<file path="src/rtl/scfd_pkg.sv">
package scfd_pkg;

  localparam int FifoDepth = 4;
  localparam int FifoPtrW  = $clog2(FifoDepth);
  localparam int FifoCntW  = FifoPtrW + 1;

  localparam logic [7:0] ByteU     = 8'h55;
  localparam logic [7:0] ByteN     = 8'h4E;
  localparam logic [7:0] ByteE     = 8'h45;
  localparam logic [7:0] ByteR     = 8'h52;
  localparam logic [7:0] ByteColon = 8'h3A;
  localparam logic [7:0] ByteAck   = 8'h0D;
  localparam logic [7:0] ByteNak   = 8'hDD;

  localparam logic [7:0] CmdAlive   = 8'hF0;
  localparam logic [7:0] CmdLeds    = 8'hF1;
  localparam logic [7:0] CmdBare    = 8'hF2;
  localparam logic [7:0] CmdBareAlt = 8'hA4;
  localparam logic [7:0] CmdServo   = 8'hA2;
  localparam logic [7:0] CmdSonar   = 8'hA3;
  localparam logic [7:0] CmdMotor   = 8'hA1;
  localparam logic [7:0] CmdIr      = 8'hA0;

  localparam logic [7:0] MotorSelA    = 8'd1;
  localparam logic [7:0] MotorSelB    = 8'd2;
  localparam logic [7:0] MotorSelBoth = 8'd3;

  localparam logic [11:0] ServoCentre = 12'd1500;
  localparam logic [18:0] ServoRecip  = 19'd364100;
  localparam logic [9:0]  MotorFull   = 10'd1000;

  localparam logic [3:0] ReplyHeadLen  = 4'd6;
  localparam logic [3:0] ReplyMaxWords = 4'd9;

  typedef enum logic [2:0] {
    CLS_ALIVE,
    CLS_LEDS,
    CLS_BARE,
    CLS_SERVO,
    CLS_SONAR,
    CLS_MOTOR,
    CLS_IR,
    CLS_OTHER
  } cmd_class_t;

  typedef struct packed {
    logic       release_tok;
    cmd_class_t cls;
    logic [7:0] arg_first;
    logic [7:0] arg_second;
  } job_t;

  function automatic cmd_class_t classify(logic [7:0] code);
    cmd_class_t c;
    case (code)
      CmdAlive:            c = CLS_ALIVE;
      CmdLeds:             c = CLS_LEDS;
      CmdBare, CmdBareAlt: c = CLS_BARE;
      CmdServo:            c = CLS_SERVO;
      CmdSonar:            c = CLS_SONAR;
      CmdMotor:            c = CLS_MOTOR;
      CmdIr:               c = CLS_IR;
      default:             c = CLS_OTHER;
    endcase
    return c;
  endfunction

  function automatic logic [3:0] reply_len(cmd_class_t cls);
    logic [3:0] n;
    case (cls)
      CLS_ALIVE: n = ReplyHeadLen + 4'd2;
      CLS_LEDS:  n = ReplyHeadLen + 4'd3;
      CLS_BARE:  n = ReplyHeadLen;
      CLS_SERVO: n = ReplyHeadLen + 4'd2;
      CLS_SONAR: n = ReplyHeadLen + 4'd1;
      CLS_MOTOR: n = ReplyHeadLen + 4'd2;
      CLS_IR:    n = ReplyHeadLen + 4'd2;
      default:   n = ReplyHeadLen + 4'd1;
    endcase
    return n;
  endfunction

  function automatic logic [7:0] reply_word(cmd_class_t cls, logic [3:0] idx,
                                            logic [15:0] led);
    logic [7:0] nb;
    logic [7:0] b0;
    logic [7:0] b1;
    logic [7:0] b2;
    logic [7:0] w;
    nb = 8'd0;
    b0 = 8'd0;
    b1 = 8'd0;
    b2 = 8'd0;
    case (cls)
      CLS_ALIVE: begin
        nb = 8'd3; b0 = CmdAlive; b1 = ByteAck;
      end
      CLS_LEDS: begin
        nb = 8'd4; b0 = CmdLeds; b1 = led[7:0]; b2 = led[15:8];
      end
      CLS_BARE: begin
        nb = 8'd0;
      end
      CLS_SERVO: begin
        nb = 8'd3; b0 = CmdServo; b1 = ByteAck;
      end
      CLS_SONAR: begin
        nb = 8'd3; b0 = CmdSonar;
      end
      CLS_MOTOR: begin
        nb = 8'd2; b0 = CmdMotor; b1 = ByteAck;
      end
      CLS_IR: begin
        nb = 8'd3; b0 = CmdServo; b1 = ByteAck;
      end
      default: begin
        nb = 8'd2; b0 = ByteNak;
      end
    endcase
    case (idx)
      4'd0:    w = ByteU;
      4'd1:    w = ByteN;
      4'd2:    w = ByteE;
      4'd3:    w = ByteR;
      4'd4:    w = nb;
      4'd5:    w = ByteColon;
      4'd6:    w = b0;
      4'd7:    w = b1;
      4'd8:    w = b2;
      default: w = 8'd0;
    endcase
    return w;
  endfunction

endpackage

</file>
<file path="src/rtl/scfd_ifs.sv">
interface scfd_rx_if;
  logic       valid;
  logic       ready;
  logic [7:0] rx_byte;
  modport source (output valid, output rx_byte, input ready);
  modport sink (input valid, input rx_byte, output ready);
endinterface

interface scfd_reply_if;
  logic        valid;
  logic        ready;
  logic [7:0]  reply_byte;
  logic        last_of_reply;
  logic [11:0] servo_pulse_us;
  logic [3:0]  motor_direction_pins;
  logic [9:0]  motor_a_width_us;
  logic [9:0]  motor_b_width_us;
  logic        motors_enabled;
  logic        sonar_reporting;
  logic        infrared_reporting;
  modport source (output valid, output reply_byte, output last_of_reply,
                  output servo_pulse_us, output motor_direction_pins,
                  output motor_a_width_us, output motor_b_width_us,
                  output motors_enabled, output sonar_reporting,
                  output infrared_reporting, input ready);
  modport sink (input valid, input reply_byte, input last_of_reply,
                input servo_pulse_us, input motor_direction_pins,
                input motor_a_width_us, input motor_b_width_us,
                input motors_enabled, input sonar_reporting,
                input infrared_reporting, output ready);
endinterface

interface scfd_cfg_if;
  logic        valid;
  logic        ready;
  logic [15:0] led_status;
  modport source (output valid, output led_status, input ready);
  modport sink (input valid, input led_status, output ready);
endinterface

</file>
<file path="src/rtl/scfd_front.sv">
module scfd_front
  import scfd_pkg::*;
(
  input  logic    clk,
  input  logic    rst,
  scfd_rx_if.sink rx,
  input  logic    queue_full,
  output logic    push,
  output job_t    push_job
);

  typedef enum logic [6:0] {
    PH_IDLE  = 7'b0000001,
    PH_GOT_U = 7'b0000010,
    PH_GOT_N = 7'b0000100,
    PH_GOT_E = 7'b0001000,
    PH_LEN   = 7'b0010000,
    PH_COLON = 7'b0100000,
    PH_PAY   = 7'b1000000
  } phase_t;

  phase_t     phase, phase_next;
  logic [7:0] bytes_remaining, bytes_remaining_next;
  logic [7:0] running_xor, running_xor_next;
  logic [6:0] payload_position, payload_position_next;
  logic [7:0] command_code, command_code_next;
  logic [7:0] first_argument, first_argument_next;
  logic [7:0] second_argument, second_argument_next;
  logic       release_pending;
  logic       accept;
  logic       restart;
  logic       decode;
  logic       more_payload;
  logic [7:0] b;

  assign rx.ready = !queue_full;
  assign accept   = rx.valid && rx.ready;
  assign b        = rx.rx_byte;
  assign more_payload = !bytes_remaining[7] && (bytes_remaining > 8'd1);

  always_comb begin
    phase_next            = phase;
    bytes_remaining_next  = bytes_remaining;
    running_xor_next      = running_xor;
    payload_position_next = payload_position;
    command_code_next     = command_code;
    first_argument_next   = first_argument;
    second_argument_next  = second_argument;
    restart               = 1'b0;
    decode                = 1'b0;
    case (phase)
      PH_GOT_U: begin
        if (b == ByteN) phase_next = PH_GOT_N;
        else restart = 1'b1;
      end
      PH_GOT_N: begin
        if (b == ByteE) phase_next = PH_GOT_E;
        else restart = 1'b1;
      end
      PH_GOT_E: begin
        if (b == ByteR) phase_next = PH_LEN;
        else restart = 1'b1;
      end
      PH_LEN: begin
        bytes_remaining_next = b;
        phase_next           = PH_COLON;
      end
      PH_COLON: begin
        if (b == ByteColon) begin
          phase_next            = PH_PAY;
          running_xor_next      = ByteU ^ ByteN ^ ByteE ^ ByteR ^ ByteColon ^ bytes_remaining;
          payload_position_next = 7'd1;
        end else begin
          restart = 1'b1;
        end
      end
      PH_PAY: begin
        bytes_remaining_next = bytes_remaining - 8'd1;
        if (more_payload) begin
          if (payload_position == 7'd1) command_code_next = b;
          else if (payload_position == 7'd2) first_argument_next = b;
          else if (payload_position == 7'd3) second_argument_next = b;
          payload_position_next = payload_position + 7'd1;
          running_xor_next      = running_xor ^ b;
        end else begin
          decode  = (running_xor == b);
          restart = 1'b1;
        end
      end
      default: begin
        restart = 1'b1;
      end
    endcase
    if (restart) begin
      if (b == ByteU) begin
        phase_next       = PH_GOT_U;
        running_xor_next = 8'd0;
      end else begin
        phase_next = PH_IDLE;
      end
    end
  end

  always_comb begin
    push = accept && (release_pending || decode);
    if (release_pending) begin
      push_job.release_tok = 1'b1;
      push_job.cls         = CLS_LEDS;
      push_job.arg_first   = 8'd0;
      push_job.arg_second  = 8'd0;
    end else begin
      push_job.release_tok = 1'b0;
      push_job.cls         = classify(command_code);
      push_job.arg_first   = first_argument;
      push_job.arg_second  = second_argument;
    end
  end

  always_ff @(posedge clk) begin
    if (rst) begin
      phase            <= PH_IDLE;
      bytes_remaining  <= 8'd0;
      running_xor      <= 8'd0;
      payload_position <= 7'd0;
      command_code     <= 8'd0;
      first_argument   <= 8'd0;
      second_argument  <= 8'd0;
      release_pending  <= 1'b0;
    end else if (accept) begin
      phase            <= phase_next;
      bytes_remaining  <= bytes_remaining_next;
      running_xor      <= running_xor_next;
      payload_position <= payload_position_next;
      command_code     <= command_code_next;
      first_argument   <= first_argument_next;
      second_argument  <= second_argument_next;
      release_pending  <= decode && (classify(command_code) == CLS_LEDS);
    end
  end

endmodule

</file>
<file path="src/rtl/scfd_job_fifo.sv">
module scfd_job_fifo
  import scfd_pkg::*;
(
  input  logic clk,
  input  logic rst,
  input  logic push,
  input  job_t push_job,
  output logic full,
  input  logic pop,
  output job_t head,
  output logic empty
);

  job_t                slots [FifoDepth];
  logic [FifoPtrW-1:0] wr_ptr;
  logic [FifoPtrW-1:0] rd_ptr;
  logic [FifoCntW-1:0] count;

  assign full  = (count == FifoCntW'(FifoDepth));
  assign empty = (count == '0);
  assign head  = slots[rd_ptr];

  always_ff @(posedge clk) begin
    if (push && !full) slots[wr_ptr] <= push_job;
  end

  always_ff @(posedge clk) begin
    if (rst) begin
      wr_ptr <= '0;
      rd_ptr <= '0;
      count  <= '0;
    end else begin
      if (push && !full) wr_ptr <= wr_ptr + 1'b1;
      if (pop && !empty) rd_ptr <= rd_ptr + 1'b1;
      case ({push && !full, pop && !empty})
        2'b10:   count <= count + 1'b1;
        2'b01:   count <= count - 1'b1;
        default: count <= count;
      endcase
    end
  end

endmodule

</file>
<file path="src/rtl/scfd_back.sv">
module scfd_back
  import scfd_pkg::*;
(
  input  logic         clk,
  input  logic         rst,
  input  job_t         head,
  input  logic         empty,
  output logic         pop,
  scfd_cfg_if.sink     cfg,
  scfd_reply_if.source reply
);

  typedef enum logic [2:0] {
    BK_IDLE = 3'b001,
    BK_SEND = 3'b010,
    BK_HOLD = 3'b100
  } back_state_t;

  back_state_t state;
  cmd_class_t  cls;
  logic [3:0]  idx;
  logic [7:0]  sum;
  logic [15:0] led;
  logic [11:0] servo;
  logic [3:0]  dir;
  logic [9:0]  width_a;
  logic [9:0]  width_b;
  logic [2:0]  flags;

  logic        at_last;
  logic [7:0]  word;
  logic        out_accept;
  logic        ang_neg;
  logic [7:0]  ang_mag;
  logic [26:0] servo_prod;
  logic [9:0]  servo_off;
  logic [11:0] servo_new;
  logic [2:0]  flags_tog;
  logic [9:0]  vel;
  logic        rev;
  logic [3:0]  dir_base;
  logic [3:0]  dir_new;

  assign cfg.ready = 1'b1;

  assign at_last    = (idx == reply_len(cls));
  assign word       = at_last ? sum : reply_word(cls, idx, led);
  assign out_accept = reply.valid && reply.ready;
  assign pop        = (state == BK_IDLE || state == BK_HOLD) && !empty;

  always_comb begin
    reply.valid                = (state == BK_SEND);
    reply.reply_byte           = word;
    reply.last_of_reply        = at_last;
    reply.servo_pulse_us       = servo;
    reply.motor_direction_pins = dir;
    reply.motor_a_width_us     = width_a;
    reply.motor_b_width_us     = width_b;
    reply.motors_enabled       = flags[0];
    reply.sonar_reporting      = flags[1];
    reply.infrared_reporting   = flags[2];
  end

  // Angle times 1000/180, truncated towards zero, by a reciprocal multiply.
  always_comb begin
    ang_neg    = head.arg_first[7];
    ang_mag    = ang_neg ? (~head.arg_first + 8'd1) : head.arg_first;
    servo_prod = 27'(ang_mag) * 27'(ServoRecip);
    servo_off  = servo_prod[25:16];
    servo_new  = ang_neg ? (ServoCentre - 12'(servo_off)) : (ServoCentre + 12'(servo_off));
  end

  always_comb begin
    flags_tog = flags ^ 3'b001;
    vel       = flags_tog[0] ? MotorFull : 10'd0;
    rev       = (head.arg_second != 8'd0);
    dir_base  = flags_tog[0] ? dir : 4'd0;
    case (head.arg_first)
      MotorSelA:    dir_new = {dir_base[3:2], rev ? 2'b10 : 2'b01};
      MotorSelB:    dir_new = {rev ? 2'b10 : 2'b01, dir_base[1:0]};
      MotorSelBoth: dir_new = rev ? 4'b0110 : 4'b1001;
      default:      dir_new = dir_base;
    endcase
  end

  always_ff @(posedge clk) begin
    if (rst) begin
      led <= 16'd0;
    end else if (cfg.valid && cfg.ready) begin
      led <= cfg.led_status;
    end
  end

  always_ff @(posedge clk) begin
    if (rst) begin
      state   <= BK_IDLE;
      cls     <= CLS_OTHER;
      idx     <= 4'd0;
      sum     <= 8'd0;
      servo   <= 12'd0;
      dir     <= 4'd0;
      width_a <= 10'd0;
      width_b <= 10'd0;
      flags   <= 3'd0;
    end else begin
      case (state)
        BK_IDLE: begin
          if (pop && !head.release_tok) begin
            cls   <= head.cls;
            idx   <= 4'd0;
            sum   <= 8'd0;
            state <= BK_SEND;
            case (head.cls)
              CLS_SERVO: servo <= servo_new;
              CLS_SONAR: flags[1] <= !flags[1];
              CLS_IR:    flags[2] <= !flags[2];
              CLS_MOTOR: begin
                flags <= flags_tog;
                dir   <= dir_new;
                if (head.arg_first inside {MotorSelA, MotorSelBoth}) width_a <= vel;
                if (head.arg_first inside {MotorSelB, MotorSelBoth}) width_b <= vel;
              end
              default: ;
            endcase
          end
        end
        BK_SEND: begin
          if (out_accept) begin
            sum <= sum ^ word;
            if (at_last) begin
              state <= BK_IDLE;
            end else begin
              idx <= idx + 4'd1;
              if (idx + 4'd1 == ReplyMaxWords) state <= BK_HOLD;
            end
          end
        end
        BK_HOLD: begin
          if (pop) state <= BK_SEND;
        end
        default: begin
          state <= BK_IDLE;
        end
      endcase
    end
  end

endmodule

</file>
<file path="src/rtl/serial_command_frame_decoder.sv">
// Frame decoder for a serial command link. One received word is taken per clock cycle
// whenever the four-entry job queue between the parser and the reply sequencer has room,
// so a steady byte stream is never stalled unless replies back up. A frame with a good
// XOR checksum queues one job, and a get-leds frame also queues a release token with the
// next accepted word. The sequencer emits the reply frame one word per cycle while the
// sink is ready, idles between frames, and updates the servo, motor and reporting fields
// as the job starts; the first word follows the queue write and the pop. The checksum word
// of a get-leds reply, its tenth, is only sent after the next received word is accepted.
module serial_command_frame_decoder
  import scfd_pkg::*;
(
  input  logic         clk,
  input  logic         rst,
  scfd_rx_if.sink      rx,
  scfd_reply_if.source reply,
  scfd_cfg_if.sink     cfg
);

  logic push;
  job_t push_job;
  logic queue_full;
  logic pop;
  job_t head;
  logic queue_empty;

  scfd_front u_front (
    .clk        (clk),
    .rst        (rst),
    .rx         (rx),
    .queue_full (queue_full),
    .push       (push),
    .push_job   (push_job)
  );

  scfd_job_fifo u_fifo (
    .clk      (clk),
    .rst      (rst),
    .push     (push),
    .push_job (push_job),
    .full     (queue_full),
    .pop      (pop),
    .head     (head),
    .empty    (queue_empty)
  );

  scfd_back u_back (
    .clk   (clk),
    .rst   (rst),
    .head  (head),
    .empty (queue_empty),
    .pop   (pop),
    .cfg   (cfg),
    .reply (reply)
  );

endmodule

</file>
<file path="src/flat_wrapper.sv">
// flat-port wrapper written by rule: the top's interface ports become plain ports
module serial_command_frame_decoder_flat import scfd_pkg::*;
  (clk, rst, rx_valid, rx_rx_byte, rx_ready, reply_valid, reply_reply_byte, reply_last_of_reply, reply_servo_pulse_us, reply_motor_direction_pins, reply_motor_a_width_us, reply_motor_b_width_us, reply_motors_enabled, reply_sonar_reporting, reply_infrared_reporting, reply_ready, cfg_valid, cfg_led_status, cfg_ready);
  scfd_rx_if rx_i ();
  scfd_reply_if reply_i ();
  scfd_cfg_if cfg_i ();
  input  logic clk;
  input  logic rst;
  input wire logic [$bits(rx_i.valid)-1:0] rx_valid;
  input wire logic [$bits(rx_i.rx_byte)-1:0] rx_rx_byte;
  output wire logic [$bits(rx_i.ready)-1:0] rx_ready;
  output wire logic [$bits(reply_i.valid)-1:0] reply_valid;
  output wire logic [$bits(reply_i.reply_byte)-1:0] reply_reply_byte;
  output wire logic [$bits(reply_i.last_of_reply)-1:0] reply_last_of_reply;
  output wire logic [$bits(reply_i.servo_pulse_us)-1:0] reply_servo_pulse_us;
  output wire logic [$bits(reply_i.motor_direction_pins)-1:0] reply_motor_direction_pins;
  output wire logic [$bits(reply_i.motor_a_width_us)-1:0] reply_motor_a_width_us;
  output wire logic [$bits(reply_i.motor_b_width_us)-1:0] reply_motor_b_width_us;
  output wire logic [$bits(reply_i.motors_enabled)-1:0] reply_motors_enabled;
  output wire logic [$bits(reply_i.sonar_reporting)-1:0] reply_sonar_reporting;
  output wire logic [$bits(reply_i.infrared_reporting)-1:0] reply_infrared_reporting;
  input wire logic [$bits(reply_i.ready)-1:0] reply_ready;
  input wire logic [$bits(cfg_i.valid)-1:0] cfg_valid;
  input wire logic [$bits(cfg_i.led_status)-1:0] cfg_led_status;
  output wire logic [$bits(cfg_i.ready)-1:0] cfg_ready;
  assign rx_i.valid = rx_valid;
  assign rx_i.rx_byte = rx_rx_byte;
  assign rx_ready = rx_i.ready;
  assign reply_valid = reply_i.valid;
  assign reply_reply_byte = reply_i.reply_byte;
  assign reply_last_of_reply = reply_i.last_of_reply;
  assign reply_servo_pulse_us = reply_i.servo_pulse_us;
  assign reply_motor_direction_pins = reply_i.motor_direction_pins;
  assign reply_motor_a_width_us = reply_i.motor_a_width_us;
  assign reply_motor_b_width_us = reply_i.motor_b_width_us;
  assign reply_motors_enabled = reply_i.motors_enabled;
  assign reply_sonar_reporting = reply_i.sonar_reporting;
  assign reply_infrared_reporting = reply_i.infrared_reporting;
  assign reply_i.ready = reply_ready;
  assign cfg_i.valid = cfg_valid;
  assign cfg_i.led_status = cfg_led_status;
  assign cfg_ready = cfg_i.ready;
  serial_command_frame_decoder u_core (.clk(clk), .rst(rst), .rx(rx_i), .reply(reply_i), .cfg(cfg_i));
endmodule
</file>
<file path="config.mk">
export PLATFORM = sky130hd
export DESIGN_NAME = serial_command_frame_decoder_flat
export DESIGN_NICKNAME = d
export VERILOG_FILES = /design/src/rtl/scfd_pkg.sv /design/src/rtl/scfd_ifs.sv /design/src/rtl/scfd_front.sv /design/src/rtl/scfd_job_fifo.sv /design/src/rtl/scfd_back.sv /design/src/rtl/serial_command_frame_decoder.sv /design/src/flat_wrapper.sv
export SDC_FILE = /design/constraint.sdc
export NUM_CORES = 1
export LEC_CHECK = 0
export ABC_AREA = 1
export BUFFER_PORTS_ARGS = -buffer_cell sky130_fd_sc_hd__buf_2
export CORE_AREA = 2 2 176 178
export DETAILED_ROUTE_END_ITERATION = 8
export DIE_AREA = 0 0 178 180
export SETUP_SLACK_MARGIN = 0.3
export SLEW_MARGIN = 20
export SYNTH_ARGS = -nofsm -noshare
export SYNTH_HDL_FRONTEND = slang
export SYNTH_SLANG_ARGS = --single-unit
export TNS_END_PERCENT = 5
</file>
<file path="constraint.sdc">
create_clock -name clk -period 6.08 [get_ports clk]
set_input_delay 0.912 -clock clk [delete_from_list [all_inputs] [get_ports clk]]
set_output_delay 0.912 -clock clk [all_outputs]
set_load 0.02 [all_outputs]
</file>
# After elaboration in Yosys (flattened, before gate mapping)
# Memories as Yosys holds them, arrays and structs flattened. A register that Yosys moved wholly into a read port is not among the register bits.
# Cells that the tools add are included.
[word_totals]
out_inout_bits = 51
ramBits = 80
elab_cells = 215
inputBits = 29
mem_count = 1
regBits = 135
[classes]
n_eq_ne = 64
n_reduce_logical = 48
muxes = 60
mul = 1
n_bitwise = 7
n_addsub = 10
magnitude_cmp = 1
[mem_list]
columns = ["name", "words", "word_bits", "read_ports", "rd_ports_with_merged_regs", "wr", "line", "source"]
rows = [
  ["u_core.u_fifo.slots", 4, 20, 1, 1, 1, "scfd_job_fifo.sv:14", "job_t slots [FifoDepth];"],
]
[ops]
columns = ["op", "n"]
rows = [
  ["$mux 8", 9],
  ["$pmux 8 s9", 1],
  ["$eq 8x8->1 const B", 8],
  ["$pmux 8 s2", 4],
  ["$mux 7", 7],
  ["$pmux 8 s6", 1],
  ["$pmux 7 s5", 1],
  ["$eq 8x7->1 const B", 4],
  ["$eq 3x3->1 const B", 8],
  ["$mul 8x17->24 const B", 1],
  ["$pmux 4 s3", 2],
  ["$reduce_and 4->1", 6],
  ["$eq 7x2->1 const B", 3],
  ["$mux 3", 7],
  ["$pmux 3 s7", 1],
  ["$mux 20", 1],
  ["$mux 4", 5],
  ["$pmux 3 s3", 2],
  ["$eq 4x3->1 const B", 4],
  ["$eq 8x2->1 const B", 2],
  ["$xor 8x8->8", 2],
  ["$reduce_and 3->1", 5],
  ["$pmux 7 s2", 1],
  ["$add 11x10->12 const A", 1],
  ["other kinds (53)", 105],
]

# Depth between registers and ports, before layout
# Gate-level depths: netlist (run 1).
[logic_depth]
word_depth = 9
ltp_mapped = 39
depth_no_buf = 36

# Cells and area by module
# A second synthesis (run 1) with hierarchy kept.
[unflattened]
cells_unflattened = 1593
area_unflattened_um2 = 12418.2
[by_module_without_submodules]
columns = ["mod", "instances", "area_each_um2", "cells_per_inst", "seq_area_each_um2"]
rows = [
  ["scfd_back", 1, 5547.8, 813, 1101.1],
  ["scfd_job_fifo", 1, 3439.5, 264, 2582.5],
  ["scfd_front", 1, 3430.8, 516, 1101.1],
]

# Worst setup path before layout (run 1)
# No wires, ideal clock.
[synth_path]
path_type = "reg2reg"
startpoint = "register (tool-made name)"
endpoint = "register u_core.u_back.servo[6], in the netlist u_core.u_back.reply.servo_pulse_us[6]"
path_slack_ps = -185
n_path_buf = 3
period_less_slack_ps = 6265
required_ps = 5967
path_stages_with_launch = 34
arrival_time_ps = 6152
setup_time_ps = 113
cell_sequence = "dfxtp_1 > buf_6 > inv_4 > nand2_1 > nand3_1 > and2_4 > buf_8 > inv_1 > buf_1 > nor4_1 > fa_1 > inv_1 > ha_1 > inv_1 > fa_1 > inv_1 > fa_1 > ha_1 > nand4_1 > nor3_1 > nand4_2 > nand2_2 > nand2_2 > nand2_2 > nand2_1 > nand2_2 > ha_1 > a21boi_0 > nand2_1 > nand2_1 > nand2_1 > xor2_1 > o21ai_1 > inv_1"
[synth_lines]
columns = ["element", "line", "source"]
rows = [
  ["to (signal assigned)", "scfd_back.sv:114", "CLS_SERVO: servo <= servo_new;"],
  ["to (decl)", "scfd_back.sv:24", "logic [11:0] servo;"],
]

==> out/summary.txt, run 1 <==
DP Wirelength: 20800 µm
# diodes: 0
Status: complete, no violations
Worst-path clk slew: 0.08 ns
Vias in the first global route: 9396
Core Region: 30200 µm²
DRT Pass-1 Iters: 5
Slowest-stage cell, CP: fa_1
Fin Hold WS: 0.463 ns
Pin count of the biggest net entering global routing: 41
Layout cell share with drive strength beyond 1: 16.3%
Maximum fanout along the worst path: 8
Final WL: 28300 µm
Tmin final: 5.56 ns
Syn Inst Count: 1456
Syn avg cell area: 8.14 µm²
Unrepaired setup endpoints after global routing: no
WP data arrival: 5.89 ns
Worst path required time: 6.41 ns
Post-Route Setup TNS: 0 ns
Yosys top cell area share: 20.3%
Cts hold-fix bufs: 0
Least-Margin Pin Slew: 1.03 ns
CTS tree: built
# clock sinks: 199
NumNets Final: 1660
Setup ws final: 0.519 ns
Startpoint Class: flop
First DRT Iteration DRCs: 534
Gpl congestion: 0.864
GRT overflow: 0
IO buf count: 70
Synth Register Bits: 199
Post-DR vias/cell: 5.00
Final core utilization: 44.9%
Max incr delay on CP: 0.55 ns
DIE HEIGHT: 180 µm
I/O pin cnt: 80
Placement Setup Slack: 0.232 ns
Leading area contributor after synthesis: edfxtp_1
Initial antenna violation count: 0
Via Count: 9696
Post-DRT Antenna Nets: 0
Worst-skew pair later-pin latency: 0.44 ns
Area delta synth->final: 14.4%
CTS buffer count: 17
Row count: 64
Htree depth: 4
Area of the mapped netlist: 11900 µm²
Clock Skew: 0.0128 ns
Worst Setup End Kind: flop
FFs w/ async S/R, synth: 0%
Clock buffer depth: 2
Fin. max-slew vios: 0
Worst hold path class: flop to flop
Library cells used by synthesis: 66
Main flop type after synthesis: dfxtp_1
Max cap viols: 0
Buffers & Inverters on Critical Path: 8
Post-synth EDFFs: 80
Fin crit share: 91.5%
Setup CP Type: flop to flop
Clock root buffer: clkbuf_16
GRT Overall Usage: 17.8%
Crit path max-delay family: adder cells
Syn. warnings: 0
Final Hold Vio Count: 0
Post-synthesis sequential area ratio: 40.4%
DR WL/cell: 14.6 µm
Count of final setup violators: 0
Max Freq: 0.180 GHz
Die area: 32000 µm²
Initial core utilization: 39.3%
Crit-path most repeated cell: nand2_1
Die width: 178 µm
Top cells by area, synth: edfxtp_1 20%, dfxtp_1 20%, ha_1 8.3%, nand2_1 7.3%, inv_1 6.4%
Worst rel slew slack: 30.8%
DRC: 0
First-pass GRT wire length: 46500 µm
[cell families after synthesis]
logic type / synth area share, %
AO/OA/AOI/OAI: 14.0
flip-flops: 40.4
XOR/XNOR: 2.29
other: 0.0633
adder cells (fa/ha/maj): 11.7
AND/OR/NAND/NOR: 21.9
buffers and inverters: 9.67
[path summary, 6_finish.rpt]
| path | end | cells after the start | startpoint | slack (ns) |
|---|---|---|---|---|
| setup / recovery | u_core.u_back.reply.servo_pulse_us[8]$_SDFFE_PP0P_ | 34 | flop | 0.52 |
| hold / removal | u_core.u_back.sum[1]$_SDFFE_PP0P_ | 2 | u_core.u_back.sum[1]$_SDFFE_PP0P_ | 0.46 |
| setup reg to reg | u_core.u_back.reply.servo_pulse_us[8]$_SDFFE_PP0P_ | 34 | flop | 0.52 |
| hold reg to reg | u_core.u_back.sum[1]$_SDFFE_PP0P_ | 2 | u_core.u_back.sum[1]$_SDFFE_PP0P_ | 0.46 |
[synthesized netlist by cell type, types with 18 or more instances]
library cell / count
buf_4: 21
dfxtp_1: 119
nand3_1: 65
fa_1: 20
nand2_2: 18
a21oi_1: 116
nor3_1: 25
ha_1: 79
edfxtp_1: 80
nor2_1: 160
inv_1: 202
o21ai_0: 85
clkbuf_1: 25
nand2_1: 232
[metal layers]
layer,GRT usage [%],up-vias,routed length [µm]
li1,-,4974,-
met1,23.7,4552,13500
met2,30.4,148,13700
met3,2.60,22,832
met4,4.16,0,344
met5,0,-,0
[sequential cells by signal, indices dropped and copies added (netlist names), 8 cells and up, named ones only]
register and count:
u_core.u_back.reply.servo_pulse_us 12, u_core.u_front.second_argument 8, u_core.u_front.command_code 8, u_core.u_back.sum 8
u_core.u_front.first_argument 8, u_core.u_front.bytes_remaining 8, u_core.u_front.running_xor 8, u_core.u_back.led 16
u_core.u_fifo.slots 80
[what timing repair did]
action / 4_1_cts / 5_1_grt
buffers inserted: 2 / 12
pin swaps: 0 / 19
gates resized for setup: 3 / 44
setup endpoints to repair: 4 / 9
cloned: 0 / 2
[metrics by stage]
step	cell area, µm²	cells
2_1_floorplan	11900	1463
3_3_place_gp	12600	1893
3_5_place_dp	12600	1893
4_1_cts	13300	1927
5_1_grt	13600	1941
6_report	13600	1941
[tightest hold or removal path, stage by stage, from the launching register on]
cell     delay [ns]
dfxtp_1        0.32
nand2_1        0.06
a21oi_1        0.05
[area by class of cell]
class                      instances  area [µm²]
multi-input combinational        990        6140
tap                              396         495
inverter                         218         828
timing repair buffer             105         663
clock inverter                    15         215
clock buffer                      17         425
fill                            2955       16600
timing repair inverter             1        6.26
sequential                       199        4790
[cells in the final DEF (no fill, tap or decap), types with 11 or more instances in the layout]
master | synthesis | routed
nand2_1 | 232 | 223
inv_1 | 202 | 194
nor2_1 | 160 | 159
dfxtp_1 | 119 | 117
a21oi_1 | 116 | 113
o21ai_0 | 85 | 85
edfxtp_1 | 80 | 80
ha_1 | 79 | 73
buf_2 | 6 | 70
nand3_1 | 65 | 62
buf_4 | 21 | 30
nor3_1 | 25 | 24
nand2_2 | 18 | 24
inv_2 | 14 | 22
fa_1 | 20 | 20
clkbuf_16 | 0 | 18
nand4_1 | 15 | 15
xnor2_1 | 15 | 15
nor4_1 | 16 | 14
o21ai_1 | 13 | 13
a211oi_1 | 13 | 13
o221ai_1 | 11 | 11
Power of run 1 is left out: the tool's default activity adds up to more than one toggle a clock period on the data nets, which glitch-free logic cannot reach.
==> run 2, diff against run 1 <==
CTS_BUF_LIST = sky130_fd_sc_hd__clkbuf_4   (was unset)
CTS_CLUSTER_SIZE = 12   (was unset)
==> run 2 against run 1 <==
Net effect: register-to-register slack got worse by 0.03 ns; utilization fell by 0.24 points; highest routed layer unchanged; setup slack got worse by 0.033 ns; first-iteration DRC count increased by 9.4%; final cell count up 0.62%; non-clock buffer count increased by 11; sequential share of layout area grew 0.21 points; flip-flop and latch count stayed put.
==> out/summary.txt, run 2 (synthesis gave the netlist of run 1 again) <==
Status: complete, no violations
Startpoint Class: flop
R2R setup slack: 0.49 ns
Slowest-stage cell, CP: fa_1
Worst hold path class: flop to flop
Clock root buffer: clkbuf_4
Worst-skew pair later-pin latency: 0.60 ns
Max Freq: 0.179 GHz
Commonest non-fill, non-tap cell in the layout: nand2_1
Worst rel slew slack: 32.0%
CTS tree: built
Fin crit share: 92.0%
Htree depth: 4
Worst path required time: 6.57 ns
Worst R2R End: u_core.u_back.reply.servo_pulse_us[6]$_SDFFE_PP0P_
Vias in the first global route: 9344
Worst Setup End Kind: flop
Maximum fanout along the worst path: 9
# clock sinks: 199
Hold Crit Depth: 2
Die area: 32000 µm²
Crit-path most repeated cell: nand2_1
Area delta synth->final: 13.8%
Least-Margin Pin Slew: 1.01 ns
Largest register by flop count: u_core.u_fifo.slots
Worst Reg2Reg Path Length in Cells: 32
Unrepaired setup endpoints after global routing: no
DRT Pass-1 Iters: 7
Final Hold Vio Count: 0
NumNets Final: 1671
Tmin final: 5.59 ns
CTS buffer count: 17
Layout cell share with drive strength beyond 1: 17.7%
Die width: 178 µm
Max FFs per register: 80
Post-Route Setup TNS: 0 ns
Clock Skew: 0.0283 ns
Gpl congestion: 0.864
Fin. max-slew vios: 0
Worst-path clk slew: 0.19 ns
Commonest cells after routing, fill and taps aside: 215 x nand2_1, 192 x inv_1, 159 x nor2_1
DIE HEIGHT: 180 µm
GRT Overall Usage: 17.7%
Clock buffer depth: 2
Buffers & Inverters on Critical Path: 8
Worst Hold End: u_core.u_back.sum[1]$_SDFFE_PP0P_
DRC: 0
Via Count: 9724
Initial antenna violation count: 1
Min-delay src: u_core.u_back.sum[1]$_SDFFE_PP0P_
IO buf count: 70
Post-DRT Antenna Nets: 0
Initial core utilization: 39.3%
DR WL/cell: 14.5 µm
First-pass GRT wire length: 46300 µm
Crit path max-delay family: adder cells
I/O pin cnt: 80
WP data arrival: 6.09 ns
Core Region: 30200 µm²
Max incr delay on CP: 0.52 ns
DP Wirelength: 20800 µm
First DRT Iteration DRCs: 584
Final WL: 28400 µm
Count of final setup violators: 0
Setup CP Type: flop to flop
Row count: 64
Post-DR vias/cell: 4.98
Max cap viols: 0
Pin count of the biggest net entering global routing: 41
GRT overflow: 0
run 2: timing repair:
item	4_1_cts	5_1_grt
buffers inserted	0	24
pin swaps	0	29
hold buffers	0	0
cloned	0	3
gates resized for setup	2	73
endpoints found under the setup margin	4	9
endpoints found under the hold margin	0	0
run 2: worst reg2reg max path: cells and delay by family (launching register included):
family | cells | cell delay [ns]
fa+ha+maj | 6 | 2.26
simple gates | 11 | 1.15
compound gates | 5 | 0.75
buf+inv | 8 | 0.65
flops | 1 | 0.41
xor+xnor | 2 | 0.29
run 2: layer usage:
layer	part of all wire (%)	track usage [%]	vias to the layer above
met5	0	0	-
met4	1.1	4.00	0
met3	2.5	2.45	13
met2	49	30.4	125
met1	48	23.7	4591
li1	-	-	4995
run 2: worst max-delay path by stage:
stage               startpoint                                            endpoint  slack [ns]  depth (start not counted)
floorplan                 flop  u_core.u_back.reply.servo_pulse_us[6]$_SDFFE_PP0P_        0.32                         38
global placement          flop  u_core.u_back.reply.servo_pulse_us[6]$_SDFFE_PP0P_        0.36                         33
detailed placement        flop  u_core.u_back.reply.servo_pulse_us[6]$_SDFFE_PP0P_        0.23                         34
CTS                       flop  u_core.u_back.reply.servo_pulse_us[6]$_SDFFE_PP0P_        0.31                         35
global route              flop  u_core.u_back.reply.servo_pulse_us[7]$_SDFFE_PP0P_        0.22                         35
finish                    flop  u_core.u_back.reply.servo_pulse_us[6]$_SDFFE_PP0P_        0.49                         32
run 2: cell type report:
cell class,instances,area [µm²]
Sequential cell,199,4790
Timing Repair inverter,1,8.76
Tap cell,396,495
Clock inverter,15,215
Antenna cell,1,2.50
Timing Repair Buffer,116,788
Multi-Input combinational cell,990,6220
Inverter,218,836
Fill cell,2965,16700
Clock buffer,17,128
run 2: per-stage QoR:
stage	utilization, %	instance area [µm²]	hold slack, ns	instances	worst slack, ns
global route	44.7	13500	0.467	1953	0.218
finish	44.7	13500	0.473	1953	0.485
global placement	41.8	12600	0.445	1893	0.358
detailed placement	41.8	12600	0.450	1893	0.232
floorplan	-	11900	0.436	1463	0.317
CTS	42.9	13000	0.469	1925	0.306
Power of run 2 is left out for the same reason.
